===== src/rtl/adsr_envelope_echo_macros.svh =====
// Assertion macros shared by the envelope echo block.
`ifndef ADSR_ENVELOPE_ECHO_MACROS_SVH
`define ADSR_ENVELOPE_ECHO_MACROS_SVH

// Consequent must hold in the same cycle as the antecedent.
`define AEE_ASSERT_SAME(label, clk, rst, ante, cons, msg) \
   label: assert property (@(posedge clk) disable iff (rst) (ante) |-> (cons)) \
      else $error(msg);

// Consequent must hold in the cycle after the antecedent.
`define AEE_ASSERT_NEXT(label, clk, rst, ante, cons, msg) \
   label: assert property (@(posedge clk) disable iff (rst) (ante) |=> (cons)) \
      else $error(msg);

`endif


===== src/rtl/aee_pkg.sv =====
// Shared types and constants of the envelope echo block.
package aee_pkg;

   localparam int CHANNELS_DEFAULT = 12;
   localparam int CHANNEL_W = 4;

   localparam logic [3:0] MASTER_VOLUME_RESET = 4'd15;
   localparam logic [7:0] LEVEL_MAX = 8'd255;

   localparam logic [1:0] FUNC_KEY_ON  = 2'd0;
   localparam logic [1:0] FUNC_KEY_OFF = 2'd1;
   localparam logic [1:0] FUNC_TICK    = 2'd2;

   typedef enum logic [2:0] {
      PH_OFF,
      PH_START,
      PH_ATTACK,
      PH_DECAY,
      PH_SUSTAIN,
      PH_ECHO
   } phase_type;

   typedef struct packed {
      phase_type  phase;
      logic       release_flag;
      logic [7:0] level;
      logic [7:0] countdown;
   } chan_state_type;

   localparam chan_state_type CHAN_STATE_RESET = '{
      phase:        PH_OFF,
      release_flag: 1'b0,
      level:        8'd0,
      countdown:    8'd0
   };

   typedef struct packed {
      logic [7:0] echo_level;
      logic [7:0] release_factor;
      logic [7:0] sustain_level;
      logic [7:0] decay_factor;
      logic [7:0] attack_step;
   } note_params_type;

   typedef struct packed {
      logic           wr_state;
      logic           wr_params;
      logic           emit;
      logic           live;
      logic [7:0]     env_level;
      chan_state_type next;
   } calc_result_type;

endpackage


===== src/rtl/aee_ram.sv =====
// Generic single-port-write, registered-read RAM.
module aee_ram #(
   parameter int WIDTH = 8,
   parameter int DEPTH = 16,
   localparam int ADDR_W = (DEPTH > 1) ? $clog2(DEPTH) : 1
) (
   input  logic              clock,
   input  logic              wr_en,
   input  logic [ADDR_W-1:0] wr_addr,
   input  logic [WIDTH-1:0]  wr_data,
   input  logic              rd_en,
   input  logic [ADDR_W-1:0] rd_addr,
   output logic [WIDTH-1:0]  rd_data
);

   logic [WIDTH-1:0] mem [DEPTH];
   logic [WIDTH-1:0] rd_data_ff;

   always_ff @(posedge clock) begin
      if (wr_en) begin
         mem[wr_addr] <= wr_data;
      end
      if (rd_en) begin
         rd_data_ff <= mem[rd_addr];
      end
   end

   assign rd_data = rd_data_ff;

endmodule


===== src/rtl/aee_env_calc.sv =====
// Next channel state for one item: key on, key off or one envelope tick.
module aee_env_calc
   import aee_pkg::*;
(
   input  logic            [1:0] func,
   input  logic                  ch_ok,
   input  chan_state_type        cur,
   input  note_params_type       params,
   input  logic            [7:0] echo_length,
   output calc_result_type       result
);

   logic [7:0]  factor;
   logic [15:0] product;

   assign factor  = cur.release_flag ? params.release_factor : params.decay_factor;
   assign product = 16'(cur.level) * 16'(factor);

   always_comb begin
      calc_result_type res;
      logic [7:0]      env;
      logic [8:0]      attack_sum;
      logic            live;

      res        = '0;
      res.next   = cur;
      env        = cur.level;
      live       = 1'b1;
      attack_sum = '0;

      if (ch_ok) begin
         unique case (func)
            FUNC_KEY_ON: begin
               res.wr_params         = 1'b1;
               res.wr_state          = 1'b1;
               res.next.phase        = PH_START;
               res.next.release_flag = 1'b0;
               res.next.countdown    = echo_length;
            end
            FUNC_KEY_OFF: begin
               if (cur.phase != PH_OFF) begin
                  res.wr_state          = 1'b1;
                  res.next.release_flag = 1'b1;
               end
            end
            FUNC_TICK: begin
               if (cur.phase != PH_OFF) begin
                  res.wr_state = 1'b1;
                  res.emit     = 1'b1;
                  case (cur.phase) inside
                     PH_START: begin
                        if (cur.release_flag) begin
                           live = 1'b0;
                        end else begin
                           res.next.phase = PH_ATTACK;
                           env            = '0;
                        end
                     end
                     PH_ECHO: begin
                        res.next.countdown = cur.countdown - 8'd1;
                        if (res.next.countdown == '0) begin
                           live = 1'b0;
                        end
                     end
                     PH_ATTACK, PH_DECAY, PH_SUSTAIN: begin
                        if (cur.release_flag) begin
                           env = product[15:8];
                           if (env <= params.echo_level) begin
                              if (params.echo_level == '0) begin
                                 live = 1'b0;
                              end else begin
                                 env            = params.echo_level;
                                 res.next.phase = PH_ECHO;
                              end
                           end
                        end else if (cur.phase == PH_DECAY) begin
                           env = product[15:8];
                           if (env <= params.sustain_level) begin
                              env = params.sustain_level;
                              if (params.sustain_level != '0) begin
                                 res.next.phase = PH_SUSTAIN;
                              end else if (params.echo_level == '0) begin
                                 live = 1'b0;
                              end else begin
                                 env            = params.echo_level;
                                 res.next.phase = PH_ECHO;
                              end
                           end
                        end
                     end
                     default: ;
                  endcase

                  // Attack adds and saturates instead of wrapping.
                  attack_sum = {1'b0, env} + {1'b0, params.attack_step};
                  if (live && res.next.phase == PH_ATTACK && !cur.release_flag) begin
                     if (attack_sum >= {1'b0, LEVEL_MAX}) begin
                        env            = LEVEL_MAX;
                        res.next.phase = PH_DECAY;
                     end else begin
                        env = attack_sum[7:0];
                     end
                  end

                  if (live) begin
                     res.next.level = env;
                  end else begin
                     res.next.phase        = PH_OFF;
                     res.next.release_flag = 1'b0;
                     env                   = '0;
                  end
               end
            end
            default: ;
         endcase
      end

      res.live      = live;
      res.env_level = env;
      result        = res;
   end

endmodule


===== src/rtl/aee_level_mix.sv =====
// Master volume scaling and left/right pan products of the envelope level.
module aee_level_mix (
   input  logic       clock,
   input  logic       load,
   input  logic [3:0] master_volume,
   input  logic [7:0] env_level,
   input  logic [7:0] right_volume,
   input  logic [7:0] left_volume,
   output logic [7:0] right_level,
   output logic [7:0] left_level
);

   logic [12:0] scaled_full;
   logic [7:0]  scaled_ff;
   logic [15:0] right_prod;
   logic [15:0] left_prod;

   // (volume + 1) * level >> 4 never exceeds 255.
   assign scaled_full = (13'({1'b0, master_volume}) + 13'd1) * 13'(env_level);

   always_ff @(posedge clock) begin
      if (load) begin
         scaled_ff <= scaled_full[11:4];
      end
   end

   // Top byte of an 8x8 product stays below 255, so no clamp is needed.
   assign right_prod  = 16'(right_volume) * 16'(scaled_ff);
   assign left_prod   = 16'(left_volume) * 16'(scaled_ff);
   assign right_level = right_prod[15:8];
   assign left_level  = left_prod[15:8];

endmodule


===== src/rtl/adsr_envelope_echo.sv =====
// Multi-channel ADSR envelope generator with an echo tail.
// Input channel (req_*): one item per handshake. func selects key on (store the
// note parameters and mark a start), key off (set release on a sounding channel)
// or tick (advance that channel's envelope once). Items for a channel at or
// beyond CHANNELS, and unknown func codes, are taken and dropped.
// Result channel (rsp_*): one item per tick on a sounding channel, carrying the
// envelope level and the left/right levels scaled by master volume.
// csr_write_data loads master volume whenever csr_write_enable is high.
// Per-channel state sits in a registered-read RAM, read as an item is accepted;
// the item is then modified and written back in ST_CALC, after which key on and
// key off are done. A tick then passes ST_SCALE and ST_MIX for the volume and pan
// multipliers, its result is loaded into the output register from ST_MIX, and the
// next item is taken only after that.
// A finished result waits in the output register; while the receiver stalls a
// following key on or key off still completes, and a following tick holds in its
// last stage until the output register frees.
// Reset clears master volume to 15 and marks every channel silent at once.
`include "adsr_envelope_echo_macros.svh"

module adsr_envelope_echo
   import aee_pkg::*;
#(
   parameter int CHANNELS = CHANNELS_DEFAULT
) (
   input  logic                 clock,
   input  logic                 reset,
   input  logic                 req_valid,
   output logic                 req_ready,
   input  logic [1:0]           req_func,
   input  logic [CHANNEL_W-1:0] req_channel,
   input  logic [7:0]           req_attack_step,
   input  logic [7:0]           req_decay_factor,
   input  logic [7:0]           req_sustain_level,
   input  logic [7:0]           req_release_factor,
   input  logic [7:0]           req_echo_level,
   input  logic [7:0]           req_echo_length,
   input  logic [7:0]           req_right_volume,
   input  logic [7:0]           req_left_volume,
   output logic                 rsp_valid,
   input  logic                 rsp_ready,
   output logic [CHANNEL_W-1:0] rsp_out_channel,
   output logic                 rsp_active,
   output logic [7:0]           rsp_envelope_level,
   output logic [7:0]           rsp_right_level,
   output logic [7:0]           rsp_left_level,
   input  logic                 csr_write_enable,
   input  logic [3:0]           csr_write_data
);

   localparam int ADDR_W  = (CHANNELS > 1) ? $clog2(CHANNELS) : 1;
   localparam int STATE_W = $bits(chan_state_type);
   localparam int PARAM_W = $bits(note_params_type);

   typedef enum logic [1:0] {
      ST_IDLE,
      ST_CALC,
      ST_SCALE,
      ST_MIX
   } state_type;

   state_type state_ff, state_in;

   logic                 req_accept;
   logic                 req_ch_ok;
   logic [ADDR_W-1:0]    req_idx;

   logic [3:0]           master_volume_ff;
   logic [CHANNELS-1:0]  valid_ff;

   logic [1:0]           func_ff;
   logic                 ch_ok_ff;
   logic [ADDR_W-1:0]    idx_ff;
   logic [CHANNEL_W-1:0] channel_ff;
   note_params_type      item_params_ff;
   logic [7:0]           echo_length_ff;
   logic [7:0]           right_volume_ff;
   logic [7:0]           left_volume_ff;
   logic                 active_ff;
   logic [7:0]           env_ff;

   logic [STATE_W-1:0]   state_rd;
   logic [PARAM_W-1:0]   params_rd;
   chan_state_type       cur;
   calc_result_type      calc;
   logic                 st_wr_en;
   logic                 par_wr_en;

   logic                 mix_load;
   logic                 load_out;
   logic [7:0]           mix_right;
   logic [7:0]           mix_left;

   logic                 rsp_valid_ff, rsp_valid_in;
   logic [CHANNEL_W-1:0] rsp_channel_ff;
   logic                 rsp_active_ff;
   logic [7:0]           rsp_env_ff;
   logic [7:0]           rsp_right_ff;
   logic [7:0]           rsp_left_ff;

   assign req_ready  = (state_ff == ST_IDLE);
   assign req_accept = req_valid && req_ready;
   assign req_ch_ok  = ({1'b0, req_channel} < (CHANNEL_W + 1)'(CHANNELS));
   assign req_idx    = req_ch_ok ? ADDR_W'(req_channel) : '0;

   aee_ram #(
      .WIDTH (STATE_W),
      .DEPTH (CHANNELS)
   ) u_state_ram (
      .clock   (clock),
      .wr_en   (st_wr_en),
      .wr_addr (idx_ff),
      .wr_data (STATE_W'(calc.next)),
      .rd_en   (req_accept),
      .rd_addr (req_idx),
      .rd_data (state_rd)
   );

   aee_ram #(
      .WIDTH (PARAM_W),
      .DEPTH (CHANNELS)
   ) u_param_ram (
      .clock   (clock),
      .wr_en   (par_wr_en),
      .wr_addr (idx_ff),
      .wr_data (PARAM_W'(item_params_ff)),
      .rd_en   (req_accept),
      .rd_addr (req_idx),
      .rd_data (params_rd)
   );

   // A channel never written since reset reads as silent.
   assign cur = valid_ff[idx_ff] ? chan_state_type'(state_rd) : CHAN_STATE_RESET;

   aee_env_calc u_env_calc (
      .func        (func_ff),
      .ch_ok       (ch_ok_ff),
      .cur         (cur),
      .params      (note_params_type'(params_rd)),
      .echo_length (echo_length_ff),
      .result      (calc)
   );

   assign st_wr_en  = (state_ff == ST_CALC) && calc.wr_state;
   assign par_wr_en = (state_ff == ST_CALC) && calc.wr_params;

   aee_level_mix u_level_mix (
      .clock         (clock),
      .load          (mix_load),
      .master_volume (master_volume_ff),
      .env_level     (env_ff),
      .right_volume  (right_volume_ff),
      .left_volume   (left_volume_ff),
      .right_level   (mix_right),
      .left_level    (mix_left)
   );

   always_ff @(posedge clock) begin
      if (reset) begin
         master_volume_ff <= MASTER_VOLUME_RESET;
         valid_ff         <= '0;
      end else begin
         if (csr_write_enable) begin
            master_volume_ff <= csr_write_data;
         end
         if (st_wr_en) begin
            valid_ff[idx_ff] <= 1'b1;
         end
      end
   end

   // Capture the item on accept; hold the tick outcome for the mix stages.
   always_ff @(posedge clock) begin
      if (req_accept) begin
         func_ff                       <= req_func;
         ch_ok_ff                      <= req_ch_ok;
         idx_ff                        <= req_idx;
         channel_ff                    <= req_channel;
         item_params_ff.attack_step    <= req_attack_step;
         item_params_ff.decay_factor   <= req_decay_factor;
         item_params_ff.sustain_level  <= req_sustain_level;
         item_params_ff.release_factor <= req_release_factor;
         item_params_ff.echo_level     <= req_echo_level;
         echo_length_ff                <= req_echo_length;
         right_volume_ff               <= req_right_volume;
         left_volume_ff                <= req_left_volume;
      end
      if (state_ff == ST_CALC) begin
         active_ff <= calc.live;
         env_ff    <= calc.env_level;
      end
   end

   always_comb begin
      state_in     = state_ff;
      rsp_valid_in = rsp_valid_ff && !rsp_ready;
      mix_load     = 1'b0;
      load_out     = 1'b0;
      unique case (state_ff)
         ST_IDLE: begin
            if (req_accept) begin
               state_in = ST_CALC;
            end
         end
         ST_CALC: begin
            state_in = calc.emit ? ST_SCALE : ST_IDLE;
         end
         ST_SCALE: begin
            mix_load = 1'b1;
            state_in = ST_MIX;
         end
         ST_MIX: begin
            // Hold until the output register is free.
            if (!rsp_valid_ff || rsp_ready) begin
               load_out     = 1'b1;
               rsp_valid_in = 1'b1;
               state_in     = ST_IDLE;
            end
         end
         default: state_in = ST_IDLE;
      endcase
   end

   always_ff @(posedge clock) begin
      if (reset) begin
         state_ff     <= ST_IDLE;
         rsp_valid_ff <= 1'b0;
      end else begin
         state_ff     <= state_in;
         rsp_valid_ff <= rsp_valid_in;
      end
      if (load_out) begin
         rsp_channel_ff <= channel_ff;
         rsp_active_ff  <= active_ff;
         rsp_env_ff     <= env_ff;
         rsp_right_ff   <= mix_right;
         rsp_left_ff    <= mix_left;
      end
   end

   assign rsp_valid          = rsp_valid_ff;
   assign rsp_out_channel    = rsp_channel_ff;
   assign rsp_active         = rsp_active_ff;
   assign rsp_envelope_level = rsp_env_ff;
   assign rsp_right_level    = rsp_right_ff;
   assign rsp_left_level     = rsp_left_ff;

   `AEE_ASSERT_NEXT(a_accept_reads, clock, reset, req_valid && req_ready,
      state_ff == ST_CALC, "accepted item did not move to the write-back cycle")
   `AEE_ASSERT_SAME(a_rsp_from_mix, clock, reset, $rose(rsp_valid),
      $past(state_ff == ST_MIX), "result appeared without passing the mix stage")
   `AEE_ASSERT_SAME(a_silent_zero, clock, reset, rsp_valid && !rsp_active,
      (rsp_envelope_level == 8'd0) && (rsp_right_level == 8'd0) &&
      (rsp_left_level == 8'd0), "silenced channel returned nonzero levels")

endmodule

===== config.mk =====
export PLATFORM = sky130hd
export DESIGN_NAME = adsr_envelope_echo
export DESIGN_NICKNAME = d
export VERILOG_FILES = /design/src/rtl/aee_pkg.sv /design/src/rtl/aee_ram.sv /design/src/rtl/aee_env_calc.sv /design/src/rtl/aee_level_mix.sv /design/src/rtl/adsr_envelope_echo.sv
export VERILOG_INCLUDE_DIRS = /design/src /design/src/rtl
export SDC_FILE = /design/constraint.sdc
export NUM_CORES = 2
export LEC_CHECK = 0
export BUFFER_PORTS_ARGS = -buffer_cell sky130_fd_sc_hd__buf_2
export CAP_MARGIN = 20
export CORE_ASPECT_RATIO = 0.9
export CORE_MARGIN = 2
export CORE_UTILIZATION = 57
export DETAILED_ROUTE_END_ITERATION = 10
export GPL_TIMING_DRIVEN = 0
export PLACE_DENSITY = 0.74
export SYNTH_ARGS = -nofsm -noshare
export SYNTH_HDL_FRONTEND = slang
export SYNTH_HIERARCHICAL = 1
export SYNTH_SLANG_ARGS = --single-unit

===== constraint.sdc =====
create_clock -name clock -period 10.7 [get_ports clock]
set_input_delay 0.535 -clock clock [delete_from_list [all_inputs] [get_ports clock]]
set_output_delay 0.535 -clock clock [all_outputs]
set_load 0.005 [all_outputs]

==> metrics.cfg <==
[run_status]
status = finished clean

[sta]
finalCritPeriodShare_pct = 97.1
slew_violations = 0
tightest_slew_ns = 1.16
hold_viol_final = 0
finalSetupViolCount = 0
clock_skew_ns = 0.0440
slew_headroom_pct = 22.3
max_freq_mhz = 96.2
finalCriticalPeriod_ns = 10.39

[final_layout]
drive_above_1_share_pct = 20.1
final_nets = 3315
seq_area_um2 = 27400
final_core_util_pct = 66.0
nFillCells = 5046
final_area_um2 = 49500
area_delta_synth_final_pct = 14.1
multi_input_area_um2 = 15000
diodes = 0

[cts]
cts-root-buf = clkbuf_16
clock_latency_ns = 0.67
clkTransAtPathRegs_ns = 0.07
cts_max_path_buffers = 3
cts_tree = built
cts_made_buffers = 90
cts_sinks = 920
h-tree-depth = 3

[route]
drt_pre_antenna_iters = 5
drcViolationCount = 0
wl_um = 97400
vias = 24700
initialDrtViolationCount = 2379
ant_nets = 0
viasPerCell = 6.10
post_drt_wl_per_cell_um = 24.0

[worst_setup_path]
critPathSlowestCell = fa_1
r2r-end = u_state_ram/mem[9][8]
crit_fanout = 11
cpPeakStageDelay_ns = 0.56
cp-startpoint = idx_ff[0]
rr_startpoint = idx_ff[0]
worst_setup_path_start_kind = register
cp.required_ns = 11.08
reg2reg_depth = 39
worst_ep_arrival_time_ns = 10.77
crit_buf_inv = 8
cpLargestDelayFamily = adder cells
critPathCapture = u_state_ram/mem[9][8]
reg2reg_setup_slack_ns = 0.31
end_kind = register
path_class = reg2reg
cp.depth = 39

[synth]
synth_area_um2 = 43300
synth-async-reset-ratio_pct = 0
ys_seq_area_share_pct = 63.3
ys_ff_latch = 920
synth_edf_count = 901
synth_area_per_cell_um2 = 16.1
synth_nets = 3040
ys.flop_type = edfxtp_1
yosysWarnings = 6
yosys.area.top_type = edfxtp_1
synth_cell_types = 92
synth_area_leaders = edfxtp_1 62%, mux4_2 6.0%, fa_1 5.6%, ha_1 4.3%, mux2i_1 3.0%
netlist.area_leader.share_pct = 62.4
synthCells = 2689

[pwr]
max-vdd-ir-drop_mv = 0.163
p_leak_nw = 17.8
power.density_nw_per_um2 = 165

[flow_run]
cap_violations = 0

[placed_design]
dp_hpwl_um = 66200
routabilityCongestion = 0.901
dpl-instance-area_um2 = 46000
port_buffers = 108

[floorplan]
io_pins = 110
start_util_pct = 57.8
die_y_um = 266
num_rows = 95
die-area_um2 = 78300
die_x_um = 295
core_um2 = 75000

[hold_path]
hold_class = in2reg

[global_route]
antenna_found_initial = 1
grt_first_pass_wirelength_um = 150000
grt_use_total_pct = 25.5
grt_max_degree = 64
grt-ovfl-total = 0
grt_pass1_vias = 25400

-- worst reg2reg max path, delay by kind of cell, from the launching register on --
family	cells	cell delay, ns
fa+ha+maj	7	3.04
flops	1	0.44
simple gates	10	2.13
mux	3	0.74
compound gates	11	2.54
buf+inv	8	1.27
-- cell families (layout without fill, tap and decap cells) --
logic type	Yosys count	after routing	share of synthesized area [%]
multiplexers	256	256	9.50
AND/OR/NAND/NOR	515	515	6.48
flip-flops	920	920	63.3
AO/OA/AOI/OAI	376	376	6.79
adder cells (fa/ha/maj)	272	272	9.96
XOR/XNOR	43	43	0.886
buffers and inverters	307	653	3.09
-- Yosys cell counts, types with 21 or more instances --
cell and n:
edfxtp_1 901, inv_1 200, ha_1 150, and2_1 146, mux2i_1 130, fa_1 122
mux4_2 116, nand2_1 107, nor2_1 66, clkbuf_1 59, a21oi_1 48, nor2b_1 43
a22oi_1 42, o21ai_1 42, o221ai_1 40, nand3_1 39, o21ai_0 31, nand2b_1 27
xnor2_1 24, a31oi_1 21
-- report_power, final --
| part | internal (mW) | switching [mW] | total (mW) | leakage, nW |
|---|---|---|---|---|
| clock network | 1.78 | 1.35 | 3.13 | 1.42 |
| registers | 4.04 | 0.0607 | 4.10 | 8.40 |
| logic | 0.397 | 0.554 | 0.951 | 7.98 |
| total | 6.22 | 1.96 | 8.18 | 17.8 |
-- worst min path at each step --
stage	slack (ns)	startpoint	cells after the start	to
floorplan	0.40	active_ff	0	rsp_active
detailed placement	0.41	active_ff	0	rsp_active
global route	0.01	req_decay_factor[2]	1	item_params_ff[10]
global placement	0.40	channel_ff[2]	0	rsp_out_channel[2]
CTS	0.00008	req_decay_factor[0]	1	item_params_ff[8]
finish	0.03	req_left_volume[0]	1	left_volume_ff[0]
-- sequential cells by signal, indices dropped and copies added, names as in the netlist, 12 cells and up, named ones only --
signal	flops
u_param_ram/mem	480
valid_ff	12
u_state_ram/rd_data	20
item_params_ff	40
u_param_ram/rd_data	40
u_state_ram/mem	240
-- through the flow --
stage	TNS, ns	total power [mW]	setup WS [ns]	hold WS [ns]	std cells
floorplan	0	4.82	0.319	0.400	2689
global placement	-202.41	5.05	-2.33	0.405	3815
detailed placement	-195.37	5.09	-2.47	0.406	3859
CTS	0	8.22	0.0293	0.0000835	4037
global route	-2.92	8.48	-0.0909	0.0111	4053
finish	0	8.18	0.308	0.0329	4053
-- cell type report --
| cell class | count | area share (%) |
|---|---|---|
| inverter | 201 | 1.52 |
| sequential | 920 | 55.5 |
| tap | 1018 | 2.57 |
| buffer | 106 | 1.24 |
| multi-input combinational | 1462 | 30.3 |
| clock inverter | 51 | 1.19 |
| timing repair buffer | 183 | 3.00 |
| clock buffer | 112 | 4.72 |
-- placed cells by master (no fill, tap or decap), types with 41 or more instances in the layout --
master / netlist / routed
nand2_1: 107 / 106
and2_1: 146 / 144
fa_1: 122 / 122
a22oi_1: 42 / 41
buf_2: 14 / 123
nor2_1: 66 / 43
inv_1: 200 / 200
a21oi_1: 48 / 46
nor2b_1: 43 / 42
mux2i_1: 130 / 124
ha_1: 150 / 147
edfxtp_1: 901 / 901
mux4_2: 116 / 116
clkbuf_16: 0 / 91
clkbuf_1: 59 / 75
o21ai_1: 42 / 45
-- timing repair --
| item | CTS | global route |
|---|---|---|
| hold endpoints to repair | 4 | 0 |
| gates cloned | 0 | 0 |
| pin swaps | 1 | 17 |
| hold buffers | 4 | 0 |
| gates resized for setup | 40 | 44 |
| setup buffers | 11 | 16 |
| setup endpoints to repair | 123 | 115 |
-- per-layer routing --
metal	global-route usage (%)	part of all wire [%]	up-vias
li1	-	-	10900
met1	36.2	42	12700
met2	41.2	49	964
met3	4.08	6.5	174
met4	7.75	2.9	2
met5	0	0.013	-
(Power assumes the default switching activity.)
